**src/hdl/sysex_7bit_packer_with_crc16_defines.svh**
```systemverilog
// ----------------------------------------------------------------------------
// SysEx 7-bit packer assertion macros
// Concurrent assertion helpers used by the packer back end.
// ----------------------------------------------------------------------------
`ifndef SYSEX_7BIT_PACKER_WITH_CRC16_DEFINES_SVH
`define SYSEX_7BIT_PACKER_WITH_CRC16_DEFINES_SVH
`ifndef SYNTHESIS
`define SX7_ASSERT_IMP(lbl, ante, cons) \
  lbl: assert property (@(posedge clk) disable iff (!rst_n) (ante) |-> (cons)) \
    else $error("sx7 assertion failed");
`define SX7_ASSERT_NEXT(lbl, ante, cons) \
  lbl: assert property (@(posedge clk) disable iff (!rst_n) (ante) |=> (cons)) \
    else $error("sx7 assertion failed");
`else
`define SX7_ASSERT_IMP(lbl, ante, cons)
`define SX7_ASSERT_NEXT(lbl, ante, cons)
`endif
`endif

```
**src/hdl/sx7_pkg.sv**
```systemverilog
// ----------------------------------------------------------------------------
// SysEx 7-bit packer package
// Types, request codes, command format and the CRC-16/CCITT byte update.
// ----------------------------------------------------------------------------
package sx7_pkg;

  localparam int CHUNK_LEN     = 7;
  localparam int CMD_DEPTH_DEF = 2;
  localparam int OUT_DEPTH_DEF = 4;
  localparam logic [15:0] CRC_PRESET = 16'hFFFF;

  localparam logic [3:0] REQ_RAW       = 4'd0;
  localparam logic [3:0] REQ_PACK      = 4'd1;
  localparam logic [3:0] REQ_PACK_CRC  = 4'd2;
  localparam logic [3:0] REQ_PACK_SUM  = 4'd3;
  localparam logic [3:0] REQ_CRC_RESET = 4'd4;
  localparam logic [3:0] REQ_PK_INIT   = 4'd5;
  localparam logic [3:0] REQ_EMIT_CRC  = 4'd6;
  localparam logic [3:0] REQ_EMIT_SUM  = 4'd7;
  localparam logic [3:0] REQ_FLUSH     = 4'd8;

  typedef struct packed {
    logic [3:0] req_type;
    logic [7:0] data_byte;
  } in_item_t;

  typedef struct packed {
    logic [7:0] out_byte;
    logic       last;
  } out_item_t;

  typedef enum logic [2:0] {
    OP_RAW,
    OP_PACK,
    OP_CRC_RESET,
    OP_PK_INIT,
    OP_EMIT_CRC,
    OP_EMIT_SUM,
    OP_FLUSH
  } cmd_op_t;

  typedef struct packed {
    cmd_op_t    op;
    logic [7:0] data;
    logic       crc_en;
    logic       sum_en;
  } cmd_t;

  function automatic logic [15:0] crc_feed(input logic [15:0] crc, input logic [7:0] b);
    logic [7:0]  x;
    logic [15:0] xw;
    x  = crc[15:8] ^ b;
    x  = x ^ (x >> 4);
    xw = {8'h00, x};
    return (crc << 8) ^ (xw << 12) ^ (xw << 5) ^ xw;
  endfunction

endpackage

```
**src/hdl/sx7_fifo.sv**
```systemverilog
// ----------------------------------------------------------------------------
// SysEx 7-bit packer FIFO
// Small synchronous FIFO used for the command queue and the result queue.
// ----------------------------------------------------------------------------
module sx7_fifo #(
  parameter int W     = 8,
  parameter int DEPTH = 2
) (
  input  logic         clk,
  input  logic         rst_n,
  input  logic         wr_en,
  input  logic [W-1:0] wr_data,
  output logic         full,
  input  logic         rd_en,
  output logic [W-1:0] rd_data,
  output logic         empty
);

  localparam int AW = $clog2(DEPTH);
  localparam int CW = $clog2(DEPTH + 1);

  logic [W-1:0]  mem [DEPTH];
  logic [AW-1:0] wp_r, wp_nxt;
  logic [AW-1:0] rp_r, rp_nxt;
  logic [CW-1:0] cnt_r, cnt_nxt;
  logic          do_wr, do_rd;

  assign full    = (cnt_r == CW'(DEPTH));
  assign empty   = (cnt_r == '0);
  assign do_wr   = wr_en && !full;
  assign do_rd   = rd_en && !empty;
  assign rd_data = mem[rp_r];

  always_comb begin
    wp_nxt  = wp_r;
    rp_nxt  = rp_r;
    cnt_nxt = cnt_r;
    if (do_wr) begin
      wp_nxt = (wp_r == AW'(DEPTH - 1)) ? '0 : wp_r + 1'b1;
    end
    if (do_rd) begin
      rp_nxt = (rp_r == AW'(DEPTH - 1)) ? '0 : rp_r + 1'b1;
    end
    if (do_wr && !do_rd) begin
      cnt_nxt = cnt_r + 1'b1;
    end else if (do_rd && !do_wr) begin
      cnt_nxt = cnt_r - 1'b1;
    end
  end

  always_ff @(posedge clk) begin
    if (do_wr) begin
      mem[wp_r] <= wr_data;
    end
  end

  always_ff @(posedge clk) begin
    if (!rst_n) begin
      wp_r  <= '0;
      rp_r  <= '0;
      cnt_r <= '0;
    end else begin
      wp_r  <= wp_nxt;
      rp_r  <= rp_nxt;
      cnt_r <= cnt_nxt;
    end
  end

endmodule

```
**src/hdl/sx7_front.sv**
```systemverilog
// ----------------------------------------------------------------------------
// SysEx 7-bit packer front end
// Accepts requests, decodes the request type and queues commands.
// ----------------------------------------------------------------------------
module sx7_front (
  input  logic             in_push,
  input  sx7_pkg::in_item_t in_item,
  output logic             in_full,
  input  logic             cmd_full,
  output logic             cmd_push,
  output sx7_pkg::cmd_t    cmd
);

  logic known;

  assign in_full = cmd_full;

  always_comb begin
    known      = 1'b1;
    cmd.op     = sx7_pkg::OP_RAW;
    cmd.data   = in_item.data_byte;
    cmd.crc_en = 1'b0;
    cmd.sum_en = 1'b0;
    case (in_item.req_type)
      sx7_pkg::REQ_RAW:      cmd.op = sx7_pkg::OP_RAW;
      sx7_pkg::REQ_PACK:     cmd.op = sx7_pkg::OP_PACK;
      sx7_pkg::REQ_PACK_CRC: begin
        cmd.op     = sx7_pkg::OP_PACK;
        cmd.crc_en = 1'b1;
      end
      sx7_pkg::REQ_PACK_SUM: begin
        cmd.op     = sx7_pkg::OP_PACK;
        cmd.crc_en = 1'b1;
        cmd.sum_en = 1'b1;
      end
      sx7_pkg::REQ_CRC_RESET: cmd.op = sx7_pkg::OP_CRC_RESET;
      sx7_pkg::REQ_PK_INIT:  cmd.op = sx7_pkg::OP_PK_INIT;
      sx7_pkg::REQ_EMIT_CRC: cmd.op = sx7_pkg::OP_EMIT_CRC;
      sx7_pkg::REQ_EMIT_SUM: cmd.op = sx7_pkg::OP_EMIT_SUM;
      sx7_pkg::REQ_FLUSH:    cmd.op = sx7_pkg::OP_FLUSH;
      default:               known  = 1'b0;
    endcase
  end

  assign cmd_push = in_push && !cmd_full && known;

endmodule

```
**src/hdl/sx7_back.sv**
```systemverilog
// ----------------------------------------------------------------------------
// SysEx 7-bit packer back end
// Executes queued commands and writes at most one stream byte per cycle, holding while the result queue is full.
// ----------------------------------------------------------------------------
`include "sysex_7bit_packer_with_crc16_defines.svh"

module sx7_back (
  input  logic               clk,
  input  logic               rst_n,
  input  logic               cmd_empty,
  input  sx7_pkg::cmd_t      cmd,
  output logic               cmd_pop,
  input  logic               out_full,
  output logic               wr_en,
  output sx7_pkg::out_item_t wr_item
);

  typedef enum logic [1:0] {S_IDLE, S_RAW, S_PACK, S_HIGH} state_t;

  state_t      state_r, state_nxt;
  logic [15:0] crc_r, crc_nxt;
  logic [7:0]  sum_r, sum_nxt;
  logic [7:0]  hb_r, hb_nxt;
  logic [2:0]  cnt_r, cnt_nxt;
  logic        more_r, more_nxt;
  logic        flush_r, flush_nxt;
  logic [7:0]  byte_r, byte_nxt;
  logic [7:0]  lo_r, lo_nxt;
  logic        crc_en_r, crc_en_nxt;
  logic        sum_en_r, sum_en_nxt;
  logic [7:0]  pk_hb;
  logic [2:0]  pk_cnt;
  logic        pk_wrap;

  assign pk_hb   = (hb_r | (byte_r & 8'h80)) >> 1;
  assign pk_cnt  = cnt_r + 3'd1;
  assign pk_wrap = (pk_cnt == 3'(sx7_pkg::CHUNK_LEN));

  always_comb begin
    state_nxt  = state_r;
    crc_nxt    = crc_r;
    sum_nxt    = sum_r;
    hb_nxt     = hb_r;
    cnt_nxt    = cnt_r;
    more_nxt   = more_r;
    flush_nxt  = flush_r;
    byte_nxt   = byte_r;
    lo_nxt     = lo_r;
    crc_en_nxt = crc_en_r;
    sum_en_nxt = sum_en_r;
    cmd_pop    = 1'b0;
    wr_en      = 1'b0;
    wr_item    = '0;
    case (state_r)
      S_IDLE: begin
        if (!cmd_empty) begin
          cmd_pop    = 1'b1;
          more_nxt   = 1'b0;
          flush_nxt  = 1'b0;
          crc_en_nxt = cmd.crc_en;
          sum_en_nxt = cmd.sum_en;
          byte_nxt   = cmd.data;
          case (cmd.op)
            sx7_pkg::OP_RAW:  state_nxt = S_RAW;
            sx7_pkg::OP_PACK: state_nxt = S_PACK;
            sx7_pkg::OP_CRC_RESET: begin
              crc_nxt = sx7_pkg::CRC_PRESET;
              sum_nxt = '0;
            end
            sx7_pkg::OP_PK_INIT: begin
              hb_nxt  = '0;
              cnt_nxt = '0;
            end
            sx7_pkg::OP_EMIT_CRC: begin
              byte_nxt   = crc_r[15:8];
              lo_nxt     = crc_r[7:0];
              more_nxt   = 1'b1;
              crc_en_nxt = 1'b1;
              sum_en_nxt = 1'b0;
              state_nxt  = S_PACK;
            end
            sx7_pkg::OP_EMIT_SUM: begin
              byte_nxt   = sum_r;
              crc_en_nxt = 1'b0;
              sum_en_nxt = 1'b0;
              state_nxt  = S_PACK;
            end
            sx7_pkg::OP_FLUSH: begin
              if (cnt_r != '0) begin
                byte_nxt   = '0;
                crc_en_nxt = 1'b1;
                sum_en_nxt = 1'b0;
                flush_nxt  = 1'b1;
                state_nxt  = S_PACK;
              end
            end
            default: ;
          endcase
        end
      end
      S_RAW: begin
        if (!out_full) begin
          wr_en            = 1'b1;
          wr_item.out_byte = byte_r;
          wr_item.last     = 1'b1;
          state_nxt        = S_IDLE;
        end
      end
      S_PACK: begin
        if (!out_full) begin
          wr_en            = 1'b1;
          wr_item.out_byte = {1'b0, byte_r[6:0]};
          wr_item.last     = !pk_wrap && !more_r && !flush_r;
          hb_nxt           = pk_hb;
          cnt_nxt          = pk_wrap ? 3'd0 : pk_cnt;
          if (crc_en_r) begin
            crc_nxt = sx7_pkg::crc_feed(crc_r, byte_r);
          end
          if (sum_en_r) begin
            sum_nxt = sum_r + byte_r;
          end
          if (pk_wrap) begin
            state_nxt = S_HIGH;
          end else if (more_r) begin
            byte_nxt = lo_r;
            more_nxt = 1'b0;
          end else if (!flush_r) begin
            state_nxt = S_IDLE;
          end
        end
      end
      S_HIGH: begin
        if (!out_full) begin
          wr_en            = 1'b1;
          wr_item.out_byte = hb_r;
          wr_item.last     = !more_r;
          if (more_r) begin
            byte_nxt  = lo_r;
            more_nxt  = 1'b0;
            state_nxt = S_PACK;
          end else begin
            state_nxt = S_IDLE;
          end
        end
      end
      default: state_nxt = S_IDLE;
    endcase
  end

  always_ff @(posedge clk) begin
    if (!rst_n) begin
      state_r <= S_IDLE;
      crc_r   <= sx7_pkg::CRC_PRESET;
      sum_r   <= '0;
      hb_r    <= '0;
      cnt_r   <= '0;
      more_r  <= 1'b0;
      flush_r <= 1'b0;
    end else begin
      state_r <= state_nxt;
      crc_r   <= crc_nxt;
      sum_r   <= sum_nxt;
      hb_r    <= hb_nxt;
      cnt_r   <= cnt_nxt;
      more_r  <= more_nxt;
      flush_r <= flush_nxt;
    end
    byte_r   <= byte_nxt;
    lo_r     <= lo_nxt;
    crc_en_r <= crc_en_nxt;
    sum_en_r <= sum_en_nxt;
  end

  `SX7_ASSERT_IMP(a_no_write_full, wr_en, !out_full)
  `SX7_ASSERT_IMP(a_high_after_wrap, state_r == S_HIGH, cnt_r == 3'd0)
  `SX7_ASSERT_IMP(a_flush_open, (state_r == S_PACK) && flush_r, cnt_r != 3'd0)
  `SX7_ASSERT_IMP(a_more_busy, more_r, (state_r == S_PACK) || (state_r == S_HIGH))
  `SX7_ASSERT_NEXT(a_pop_leaves_idle, cmd_pop && (state_r == S_IDLE), !more_r || !flush_r)

endmodule

```
**src/hdl/sysex_7bit_packer_with_crc16.sv**
```systemverilog
// Path: a request's first byte passes the command queue, the back end's command load and the result queue.
// The back end loads a command only when idle, then writes its bytes; it takes no new command until done.
// Init requests and empty flushes finish in the back end's idle state; unknown types never reach it.
// The sequencer writes at most one byte per cycle into the result queue.
// Reset: synchronous, active low; CRC goes to 0xFFFF, sum and packer clear, queues empty.
// ----------------------------------------------------------------------------
// SysEx 7-bit packer with CRC-16 top level
// Front decoder, command queue, execution back end and result queue.
// ----------------------------------------------------------------------------
module sysex_7bit_packer_with_crc16 #(
  parameter int CMD_DEPTH = sx7_pkg::CMD_DEPTH_DEF,
  parameter int OUT_DEPTH = sx7_pkg::OUT_DEPTH_DEF
) (
  input  logic               clk,
  input  logic               rst_n,
  input  logic               in_push,
  output logic               in_full,
  input  sx7_pkg::in_item_t  in_item,
  output logic               out_empty,
  input  logic               out_pop,
  output sx7_pkg::out_item_t out_item
);

  sx7_pkg::cmd_t      fe_cmd;
  sx7_pkg::cmd_t      q_cmd;
  logic               cmd_push;
  logic               cmd_full;
  logic               cmd_empty;
  logic               cmd_pop;
  logic               res_full;
  logic               res_wr;
  sx7_pkg::out_item_t res_item;

  sx7_front u_front (
    .in_push  (in_push),
    .in_item  (in_item),
    .in_full  (in_full),
    .cmd_full (cmd_full),
    .cmd_push (cmd_push),
    .cmd      (fe_cmd)
  );

  sx7_fifo #(
    .W     ($bits(sx7_pkg::cmd_t)),
    .DEPTH (CMD_DEPTH)
  ) u_cmd_q (
    .clk     (clk),
    .rst_n   (rst_n),
    .wr_en   (cmd_push),
    .wr_data (fe_cmd),
    .full    (cmd_full),
    .rd_en   (cmd_pop),
    .rd_data (q_cmd),
    .empty   (cmd_empty)
  );

  sx7_back u_back (
    .clk       (clk),
    .rst_n     (rst_n),
    .cmd_empty (cmd_empty),
    .cmd       (q_cmd),
    .cmd_pop   (cmd_pop),
    .out_full  (res_full),
    .wr_en     (res_wr),
    .wr_item   (res_item)
  );

  sx7_fifo #(
    .W     ($bits(sx7_pkg::out_item_t)),
    .DEPTH (OUT_DEPTH)
  ) u_res_q (
    .clk     (clk),
    .rst_n   (rst_n),
    .wr_en   (res_wr),
    .wr_data (res_item),
    .full    (res_full),
    .rd_en   (out_pop),
    .rd_data (out_item),
    .empty   (out_empty)
  );

endmodule
```
**config.mk**
```make
export PLATFORM = sky130hd
export DESIGN_NAME = sysex_7bit_packer_with_crc16
export DESIGN_NICKNAME = d
export VERILOG_FILES = /design/src/hdl/sx7_pkg.sv /design/src/hdl/sx7_fifo.sv /design/src/hdl/sx7_front.sv /design/src/hdl/sx7_back.sv /design/src/hdl/sysex_7bit_packer_with_crc16.sv
export VERILOG_INCLUDE_DIRS = /design/src /design/src/hdl
export SDC_FILE = /design/constraint.sdc
export NUM_CORES = 1
export LEC_CHECK = 0
export ABC_AREA = 1
export BUFFER_PORTS_ARGS = -buffer_cell sky130_fd_sc_hd__buf_2
export CORE_MARGIN = 5
export CORE_UTILIZATION = 51
export DETAILED_ROUTE_END_ITERATION = 10
export PLACE_DENSITY = 0.7
export SLEW_MARGIN = 25
export SYNTH_ARGS = -nofsm -noshare
export SYNTH_HDL_FRONTEND = slang
export SYNTH_HIERARCHICAL = 1
export SYNTH_SLANG_ARGS = --single-unit
```
**constraint.sdc**
```tcl
create_clock -name clk -period 3.9 [get_ports clk]
set_clock_uncertainty 0.1 [all_clocks]
set_input_delay 0.78 -clock clk [delete_from_list [all_inputs] [get_ports clk]]
set_output_delay 0.78 -clock clk [all_outputs]
set_load 0.02 [all_outputs]
```
* Word level (Yosys, flattened, before mapping)
Memory sizes are Yosys's and may differ from the RTL's. A register that Yosys moved wholly into a read port is not among the register bits. Index checks and enable logic that the tools add are counted.
Word-level totals: flip-flop bits (word level) 68, memory bits (writable) 62, output and inout bits 11, memories kept 2
Memories:
- u_res_q.mem | words 4, width 9, read ports 1, clocked after memory_dff 1, write ports 1, line sx7_fifo.sv:22 | logic [W-1:0] mem [DEPTH];
- u_cmd_q.mem | words 2, width 13, read ports 1, clocked after memory_dff 1, write ports 1, line sx7_fifo.sv:22
Cells by class: add/sub/neg operators 10, equality and inequality tests 35, mux-type cells 78, bitwise logic cells 7, reduce and logical (&&, ||, !) cells 46
Operator list (number):
- two-way mux 8 bit | 14
- two-way mux 16 bit | 4
- case mux 8 bit (3 select lines) | 2
- case mux 16 bit (2 select lines) | 1
- case mux 8 bit (2 select lines) | 2
- two-way mux 2 bit | 15
- case mux 9 bit (3 select lines) | 1
- two-way mux 1 bit | 24
- two-way mux 3 bit | 6
- two-way mux 9 bit | 2
- case mux 3 bit (6 select lines) | 1
- == test 4 x 3 -> 1 bit, second input constant | 4
- XOR 16 x 13 -> 16 bit | 1
- XOR 16 bit | 1
- XOR 16 x 8 -> 16 bit | 1
- == test 3 bit, second input constant | 5
- AND reduction 5 bit | 3
- != test 2 bit, second input constant | 7
- logical AND 1 bit | 12
- logical NOT 1 bit | 11
- == test 2 bit, second input constant | 5
- OR reduction 3 bit | 3
- OR reduction 9 bit | 1
- adder 8 bit | 1
- other kinds (34) | 49

* Depth between registers and ports, before layout
Gate-level depths: netlist of run 1.
depth in word-level cells 9, mapped depth 17, mapped depth without buffers 17

* Modules after synthesis
The synthesis of run 1 kept the hierarchy.
Modules (own cells, without submodules):
- sx7_back | instances 1, cells each 480, area each 3337.0 µm², seq. area each 1301.2 µm²
- sx7_fifo (u_res_q) | instances 1, cells each 158, area each 1944.4 µm², seq. area each 1261.2 µm²
- sx7_fifo (u_cmd_q) | instances 1, cells each 78, area each 1186.1 µm², seq. area each 880.8 µm²
- sx7_front | instances 1, cells each 26, area each 141.4 µm², seq. area each 0.0 µm²

* Worst setup path after synthesis of run 1
Ideal clock, no wire load.
path type reg-to-reg, start register u_res_q.cnt_r[1], end register u_res_q.cnt_r[1], data arrival time 2006 ps, slack 1678 ps, cell stages (with the launch flop) 14, path buffers 0, period minus slack after synthesis 2222 ps, cell sequence dfxtp_1 > nor2_2 > nand2_1 > inv_1 > inv_2 > nand2_1 > inv_1 > nand2_1 > inv_1 > ha_1 > inv_1 > fa_1 > o21ai_0 > nor2_1
Between the ends: elaborated cells on any way between the ends 17
RTL lines:
- start, declared | line sx7_fifo.sv:25 | logic [CW-1:0] cnt_r, cnt_nxt;
- start signal, assigned | line sx7_fifo.sv:65 | cnt_r <= cnt_nxt;
- == test 3 bit | line sx7_fifo.sv:28 | assign full = (cnt_r == CW'(DEPTH));
- via res_full | line sysex_7bit_packer_with_crc16.sv:30 | logic res_full;
- two-way mux 1 bit | line sx7_back.sv:102, sx7_back.sv:110, sx7_back.sv:133
- two-way mux 1 bit
- via res_wr | line sysex_7bit_packer_with_crc16.sv:31 | logic res_wr;
- logical AND 1 bit | line sx7_fifo.sv:30 | assign do_wr = wr_en && !full;
- via u_res_q.do_wr | line sx7_fifo.sv:26 | logic do_wr, do_rd;
- logical AND 1 bit | line sx7_fifo.sv:44 | if (do_wr && !do_rd) begin
- two-way mux 3 bit | line sx7_fifo.sv:44
- via u_res_q.cnt_nxt[1] | line sx7_fifo.sv:25
The timed path passes the listed nets, and every way through them passes these cells. The select of a mux whose other input is x is not followed. A chain may end at the register's enable or synchronous reset.

==> results of run 1 <==
-- flip-flops by register name, summed over array words and instances, names as in the netlist, named ones only --
| name | flops |
|---|---|
| u_back/crc_en_r | 1 |
| u_back/sum_en_r | 1 |
| u_cmd_q/mem | 26 |
| u_res_q/wp_r | 2 |
| u_back/state_r | 2 |
| u_back/hb_r | 7 |
| u_back/sum_r | 8 |
| u_res_q/cnt_r | 3 |
| u_back/crc_r | 16 |
| u_cmd_q/wp_r | 1 |
| u_res_q/rp_r | 2 |
| u_back/more_r | 1 |
| u_back/cnt_r | 3 |
| u_back/flush_r | 1 |
| u_back/lo_r | 8 |
| u_cmd_q/cnt_r | 2 |
| u_cmd_q/rp_r | 1 |
| u_res_q/mem | 36 |
| u_back/byte_r | 8 |
-- power breakdown --
group | internal [mW] | switching (mW) | leakage, nW | total (mW)
Combinational | 0.774 | 1.49 | 1.63 | 2.26
Sequential | 1.92 | 0.336 | 1.16 | 2.26
Clock | 0.857 | 0.551 | 0.249 | 1.41
Total | 3.55 | 2.37 | 3.04 | 5.93
-- worst max-delay path: cells and delay by family (launching register included) --
family	cells	cell delay, ns
flip-flops	1	0.81
AO/OA/AOI/OAI	2	0.39
buffers and inverters	2	0.32
-- cells by family after synthesis --
logic type,count (synthesis)
buffers and inverters,114
AND/OR/NAND/NOR,338
multiplexers,13
flip-flops,132
AO/OA/AOI/OAI,109
adder cells (fa/ha/maj),19
XOR/XNOR,17
-- worst max path at each step --
stage | end | cells past startpoint
floorplan | u_res_q/cnt_r[1]$_SDFFE_PN0P_ | 13
global placement | u_cmd_q/mem[0][7]$_DFFE_PP_ | 6
detailed placement | u_cmd_q/mem[0][5]$_DFFE_PP_ | 6
CTS | out_item[5] | 4
global route | out_item[5] | 4
finish | out_item[5] | 4
-- placed cells by master (no fill, tap or decap), types with 3 or more instances in the layout --
cell type   netlist  routed
a21oi_1          48      48
buf_2             4      26
clkbuf_16         0      17
clkinv_1          0       5
clkinv_2          1       4
clkinvlp_4        0       3
dfxtp_1          52      52
edfxtp_1         80      80
ha_1             17      17
inv_1            76      75
inv_2             9       9
mux2_2           13      13
nand2_1         191     191
nand2_2           3       3
nand3_1          56      56
nand3b_1          7       7
nand4_1           4       4
nor2_1           57      55
nor2_2           14      16
o21ai_0          44      44
o21ai_2           3       3
o22ai_2           9       9
or2_2             3       3
xnor2_1           9       9
xor2_1            8       8
-- through the flow --
| step | setup WS (ns) | utilization, % |
|---|---|---|
| after floorplan | 1.68 | - |
| after global placement | 1.31 | 53.4 |
| after detailed placement | 1.23 | 53.4 |
| after CTS | 1.07 | 57.5 |
| after global routing | 0.973 | 57.6 |
| final | 1.09 | 57.6 |
-- Yosys cell counts (all sizes together) --
master / number / share of area, %
fa: 2 / 0.61
nor3: 1 / 0.076
xor2: 8 / 1.1
ha: 17 / 3.2
a21oi: 49 / 3.8
nor2: 72 / 4.7
edfxtp: 80 / 36
buf: 21 / 2.8
xnor2: 9 / 1.2
nand2: 195 / 11
clkinv: 1 / 0.076
o22ai: 9 / 1.7
o211ai: 2 / 0.23
mux2: 13 / 2.2
inv: 87 / 5.1
nand3b: 7 / 0.80
clkbuf: 5 / 0.28
dfxtp: 52 / 16
o21ai: 49 / 3.9
nand3: 56 / 4.2
nand4: 4 / 0.38
or2: 3 / 0.28
-- per-layer routing --
layer	track usage, %	vias up	wire length, µm	share of wire (%)
li1	-	2478	-	-
met1	24.2	2316	6040	44
met2	32.5	123	6760	50
met3	4.59	15	672	4.9
met4	7.20	0	146	1.1
met5	0	-	0	0
-- area by class of cell --
| type | count | share of cell area (%) |
|---|---|---|
| Tap cell | 172 | 2.95 |
| Multi-Input combinational cell | 496 | 36.0 |
| Inverter | 88 | 4.68 |
| Clock buffer | 19 | 5.93 |
| Clock inverter | 12 | 1.25 |
| Sequential cell | 132 | 47.2 |
| Timing Repair Buffer | 28 | 1.99 |
==> results.md, run 1 <==
Status:
- The run finished with clean final reports.

Min path:
- The worst hold path was traced through 2 stages.
- In this run the worst hold path is classified as register to register.
- For hold timing, the worst endpoint is u_back/hb_r[0]$_SDFFE_PN0P_.
- The startpoint of the tightest hold check path is u_back/hb_r[0]$_SDFFE_PN0P_.

Place:
- Once placement finished, the instance area stood at 6770 µm².
- The final weighted congestion in routability-driven placement is 0.890.
- The total half-perimeter wirelength after legalization and detailed placement is 9.58 mm.
- The number of instances in the placed design is 916.
- Input and output buffers added on the ports amount to 26.

Layout:
- The final instance count without filler cells is 947.
- The multi-input gate area in the final layout is 2630 µm².
- Fill cells in the final layout number 1117.
- The sequential cells in the finished layout cover a total of 3440 µm².
- The design area is 7300 µm².
- Cells with a size suffix above 1 make up 14.8% of the layout.
- The area growth from synthesis to layout is 10.4%.
- 0 antenna diodes ended up in the layout.
- At the end of the flow, the number of nets in the layout was 798.

Route:
- The detail route stage leaves a number of antenna-violating nets equal to 0.
- In the routed layout, each cell is associated on average with a via count of 5.21.
- In this run, the number of DRC markers left after iteration 0 of detailed routing was 431.
- The pre-antenna-repair detailed-routing pass consisted of 5 iterations.
- The per-cell routed wire length is 14.4 µm.
- After detailed routing, the number of remaining DRC violations is 0.
- The routed via count is 4932.
- The routed wire length is 13.6 mm.

GRT:
- The residual overflow from global routing is 0.
- The first global-routing pass estimated 22.5 mm of wire.
- The initial antenna violation count came to 0.
- The via count of the first global-routing pass is 4709.
- Entering global routing, the biggest net connects 31 pins.
- Across every metal layer, demand over resource in global routing totals 19.3%.

STA:
- Setup repair after global routing left no endpoint under its margin.
- The normalized max-slew margin is 38.5%.
- The final number of max-transition violations is 0.
- Final hold analysis gives a worst-case slack of 0.363 ns.
- The final-layout setup total negative slack is 0 ns.
- At the pin with the least slew margin, the transition time is 0.917 ns.
- The achievable frequency is 0.356 GHz.
- The hold violation count in the final report is 0.
- Subtracting the final worst setup slack from the clock period gives 2.81 ns.
- The total setup violations reported at the end of the flow is 0.
- The part of the cycle the worst path needs is 72.0%.

Floorplan:
- The floorplan step defined a die boundary enclosing 15300 µm².
- The die boundary width is 124 µm.
- The number of ports placed on the die boundary is 27.
- Once the floorplan was initialized, standard cells occupied 52.2% of the core.
- The placeable core area is 12700 µm².
- The height of the die is 124 µm.
- In this run the core area contains 41 standard-cell rows.

Synth:
- The compound-cell area share of the yosys netlist is 9.58%.
- The number of warnings printed during yosys synthesis is 6.
- For this run, the register share of the synthesized area comes to 52.1%.
- The number of register bits inferred by synthesis is 132.
- The synthesized netlist net count is 777.
- The dominant combinational cell family by area after synthesis is simple AND/OR/NAND/NOR gates.
- Measured against the total synthesized area, the mux share comes to 2.22%.
- Summing the areas of all and, or, nand and nor instances in the mapped netlist gives 21.8% of the synthesized area.
- The cell area that synthesis handed to floorplanning was 6610 µm².
- Of the total synthesized cell area, the portion taken by full adders, half adders and majority gates is 3.82%.
- The synthesized netlist devotes 2.25% of its cell area to XOR and XNOR gates.
- The distinct cell type count of the synthesized netlist is 35.
- The average cell area after synthesis is 8.91 µm².
- Synthesis produced 742 cells.

Clocking:
- The number of buffers on the longest clock path is 2.
- The cts-stage hold buffer count is 0.
- The number of cells upsized or downsized after cts is 0.
- In this run the clock root is driven by a clkbuf_16.
- The clock-pin slew of the registers on the worst-case setup and hold paths is 0.05 ns.
- In this run the post-CTS setup repair buffer count came out at 0.
- CTS saw 132 sinks.
- The H-tree generated during clock tree synthesis spans 4 levels.
- The CTS buffer count is 17.
- The clock insertion delay at the later pin of the skew report is 0.42 ns.
- The clock tree from TritonCTS is built.

Run:
- Across the run, the number of max-cap violations was 0.

Worst setup path:
- The worst setup path is captured at an output pin.
- In this design, the stage delay of the slowest critical-path cell is 0.81 ns.
- The number of cells on the worst reg-to-reg path is 5.
- The slowest stage of the critical path belongs to the cell dfxtp_1.
- The required time at the endpoint of the critical path is 3.02 ns.
- Walking the worst path, the cells encountered are inv_8 -> o21ai_0 -> o22ai_2 -> buf_2.
- In this run the critical register-to-register path is captured at u_back/lo_r[2]$_DFFE_PP_.
- The worst-path maximum fanout is 19.
- At the worst endpoint, the arrival time is 1.93 ns.
- The setup path with the least slack is of type register to output pin.
- The slack of the worst reg-to-reg path is 1.27 ns.
- The worst setup path is launched from a register.

Power:
- The power consumption is 5.93 mW.
- Across the VDD grid, the largest voltage drop is 424 µV.
- The leakage power is 3.04 nW.
- The power density relative to cell area is 813 nW/µm².
No activity file was read; power rests on OpenSTA's default activity.
==> run 2: changes to the inputs <==
--- a/config.mk
+++ b/config.mk
@@ -11,7 +11,7 @@
 export CORE_MARGIN = 5
 export CORE_UTILIZATION = 51
 export DETAILED_ROUTE_END_ITERATION = 10
-export PLACE_DENSITY = 0.7
+export PLACE_DENSITY = 0.72
 export SLEW_MARGIN = 25
 export SYNTH_ARGS = -nofsm -noshare
 export SYNTH_HDL_FRONTEND = slang
==> constraint.sdc (replaced) <==
create_clock -name clk -period 2.32 [get_ports clk]
set_clock_uncertainty 0.1 [all_clocks]
set_input_delay 0.464 -clock clk [delete_from_list [all_inputs] [get_ports clk]]
set_output_delay 0.464 -clock clk [all_outputs]
set_load 0.02 [all_outputs]
==> run 2 against run 1 <==
Global-route usage increased by 0.097 points. Via count up 2.5%. Register-to-register slack lost 1.1 ns. Sequential power increased by 63%. Count of clock-buffer cells in the layout up 2. Total power is 75% higher. Worst hold slack worse by 0.22 ns. Combinational power up 81%. Highest routed layer unchanged. Worst setup slack worse by 0.91 ns. First-iteration DRC count is 9.5% higher. Final area grew 3.0%. Cell count rose by 2.2%.
==> results.md, run 2 (synthesis results as in run 1) <==
Layout:
- In the layout the commonest cells are 190 x nand2_1, 80 x edfxtp_1, 75 x inv_1.
- The synthesis-to-finish area growth is 13.7%.
- The final core utilization is 59.3%.
- The library cell used most frequently in the layout, excluding fill and tap cells, is nand2_1.
- The proportion of layout cells with a drive suffix above 1 is 18.0%.
- After routing the design area is 7520 µm².
- The flip-flop count of the largest register after layout is 36.
- In the final layout, the registers with the most flip-flops are u_res_q/mem: 36 flops, u_cmd_q/mem: 26 flops, u_back/crc_r: 16 flops.
- The diode insertion count for antenna repair is 0.
- After the last flow step, the layout net total stands at 818.
- The register with the most flip-flops in the final layout is u_res_q/mem.

Power:
- The share of power burned in the clock network is 25.0%.
- The internal portion of the total power is 6.30 mW.
- Combinational logic is responsible for 39.5% of the overall power.
- IR analysis of the VDD net gives a maximum drop of 823 µV.
- The power consumption is 10.4 mW.
- Of the total power, registers draw 35.6%.
- In this run the power density over the cells is 1380 nW/µm².
- The leakage power is 3.17 nW.
- The switching share of power is 39.3%.
- Summed over all nets, the switching power comes to 4.08 mW.

Worst setup path:
- Data on the critical path is required at its endpoint by 1.76 ns.
- The worst setup path is captured at an output pin.
- The worst setup path is of the register to output pin kind.
- The data arrival at the endpoint of the critical path is 1.57 ns.
- STA classifies the critical path startpoint as a register.
- The worst-path maximum fanout is 19.

Route:
- The count of antenna-violating nets left after detailed routing is 0.
- The routed layout has 5057 vias.
- In the routed design, unresolved DRC markers number 0.
- Dividing the detail-routed via count by the number of cells gives 5.22.
- The final layout contains routed wiring with a total length of 14.0 mm.
- The detailed-router iteration count before antenna repair is 5.
- The initial detailed-routing violation count is 472.
- The per-cell routed wire length is 14.4 µm.

STA:
- Setup violations remaining at the end of the flow were counted as 0.
- For the finished layout, the period the worst path requires is 2.14 ns.
- The final number of max-transition violations was 0.
- Setup repair after global routing left no endpoint under its margin.
- The final-layout setup total negative slack is 0 ns.
- The hold violation count in the final report came to 0.
- In the post-route analysis, the smallest setup slack over all paths is 0.182 ns.
- The normalized max-slew margin is 66.2%.
- The part of the cycle the worst path needs is 92.2%.
- For the pin with the worst max-slew slack, the measured transition is 0.504 ns.
- The achievable frequency is 0.468 GHz.

GRT:
- The overall fraction of global-route tracks in use is 19.4%.
- Entering global routing, the biggest net connects 31 pins.
- Global routing consumed, on the met3 layer, 4.41% of the routing resources.
- The initial antenna violation count was 0.
- The via count of the first global-routing pass came to 4960.
- The most used routing layer is met2.
- Global routing used 23.8% of the available met1 tracks.
- The first global-routing pass estimated 23.2 mm of wire.
- The residual overflow from global routing is 0.
- In the global route stage, met2 resource usage came out at 34.5%.

Clocking:
- The CTS buffer count is 17.
- The clock net in this run drives a total of 132 sinks.
- The root buffer cell is clkbuf_16.
- The clock passes through at most 2 buffers.
- The clock-pin slew of the registers on the worst-case setup and hold paths is 0.06 ns.
- The clock tree from TritonCTS is built.
- For the worst-skew pair, the clock arrives at the later sink with an insertion delay of 0.41 ns.
- The H-tree was split into 4 levels.

Floorplan:
- The die covers 15300 µm².
- The number of ports placed on the die boundary is 27.
- The row count is 41.
- The height of the die is 124 µm.
- The die is 124 µm wide.
- The placeable core area is 12700 µm².
- The effective utilization at floorplan is 52.2%.

Place:
- Once detailed placement completed, the half-perimeter wirelength came to 9.96 mm.
- The total placed instance area is 6920 µm².
- The number of buffer cells added on primary ports is 26.
- The final weighted congestion in routability-driven placement is 0.932.
- The worst setup timing slack at the placement stage is 0.0806 ns.

Min path:
- The tightest min-delay check is of the input port to register type.

Run:
- Max-cap violations in this run came to 0.

Status:
- The run finished with clean final reports.
[run 2: cell types whose count changed in the layout (fill, tap and decap cells not counted), moves of 2 or more]
cell	previous run	this run
buf_4	2	22
clkinv_1	5	0
clkinvlp_4	3	6
clkbuf_16	17	19
dfxtp_1	52	50
dfxtp_2	0	2
nor2_1	55	57
nor2_2	16	14
[run 2: worst paths after layout]
| kind | end | cells past startpoint | slack (ns) | from |
|---|---|---|---|---|
| hold reg to reg | u_back/hb_r[0]$_SDFFE_PN0P_ | 2 | 0.37 | u_back/hb_r[0]$_SDFFE_PN0P_ |
| setup reg to reg | u_res_q/cnt_r[2]$_SDFFE_PN0P_ | 17 | 0.19 | u_res_q/cnt_r[1]$_SDFFE_PN0P_ |
| setup / recovery | out_item[8] | 5 | 0.18 | register |
| hold / removal | u_cmd_q/mem[0][3]$_DFFE_PP_ | 1 | 0.14 | in_item[1] |
[run 2: stage by stage]
step,cells,hold slack (ns)
finish,968,0.142
global route,968,0.129
CTS,968,0.127
detailed placement,936,0.369
global placement,936,0.350
floorplan,742,0.340
[run 2: layout make-up]
type | count | area [µm²]
well taps | 172 | 215
multi-input cells | 496 | 2630
inverters | 88 | 343
repair buffers | 48 | 295
clock inverters | 11 | 98.8
flip-flops and latches | 132 | 3450
clock buffers | 21 | 493
fillers | 1071 | 5150
[run 2: layer usage]
| metal | vias up | part of all wire (%) |
|---|---|---|
| met5 | - | 0 |
| met3 | 19 | 4.9 |
| met4 | 0 | 1.3 |
| li1 | 2526 | - |
| met1 | 2388 | 44 |
| met2 | 124 | 50 |
[run 2: timing repair]
action                                  CTS  global route
endpoints found under the setup margin    0             4
hold buffers                              0             0
gates resized for setup                   0             6
setup buffers                             0             0
[run 2: power groups by stage]
stage	clock network, mW	registers, mW	logic, mW
3_5_place_dp	0	3.73	4.03
3_3_place_gp	0	3.71	3.91
6_report	2.59	3.69	4.10
5_1_grt	2.77	3.75	4.63
4_1_cts	2.64	3.68	4.08
2_1_floorplan	0	3.57	3.14
[run 2: critical path: stages (launching register included)]
cell and delay, ns:
dfxtp_1 0.31, buf_4 0.25, inv_8 0.11, o21ai_0 0.24, o22ai_2 0.09, buf_2 0.16
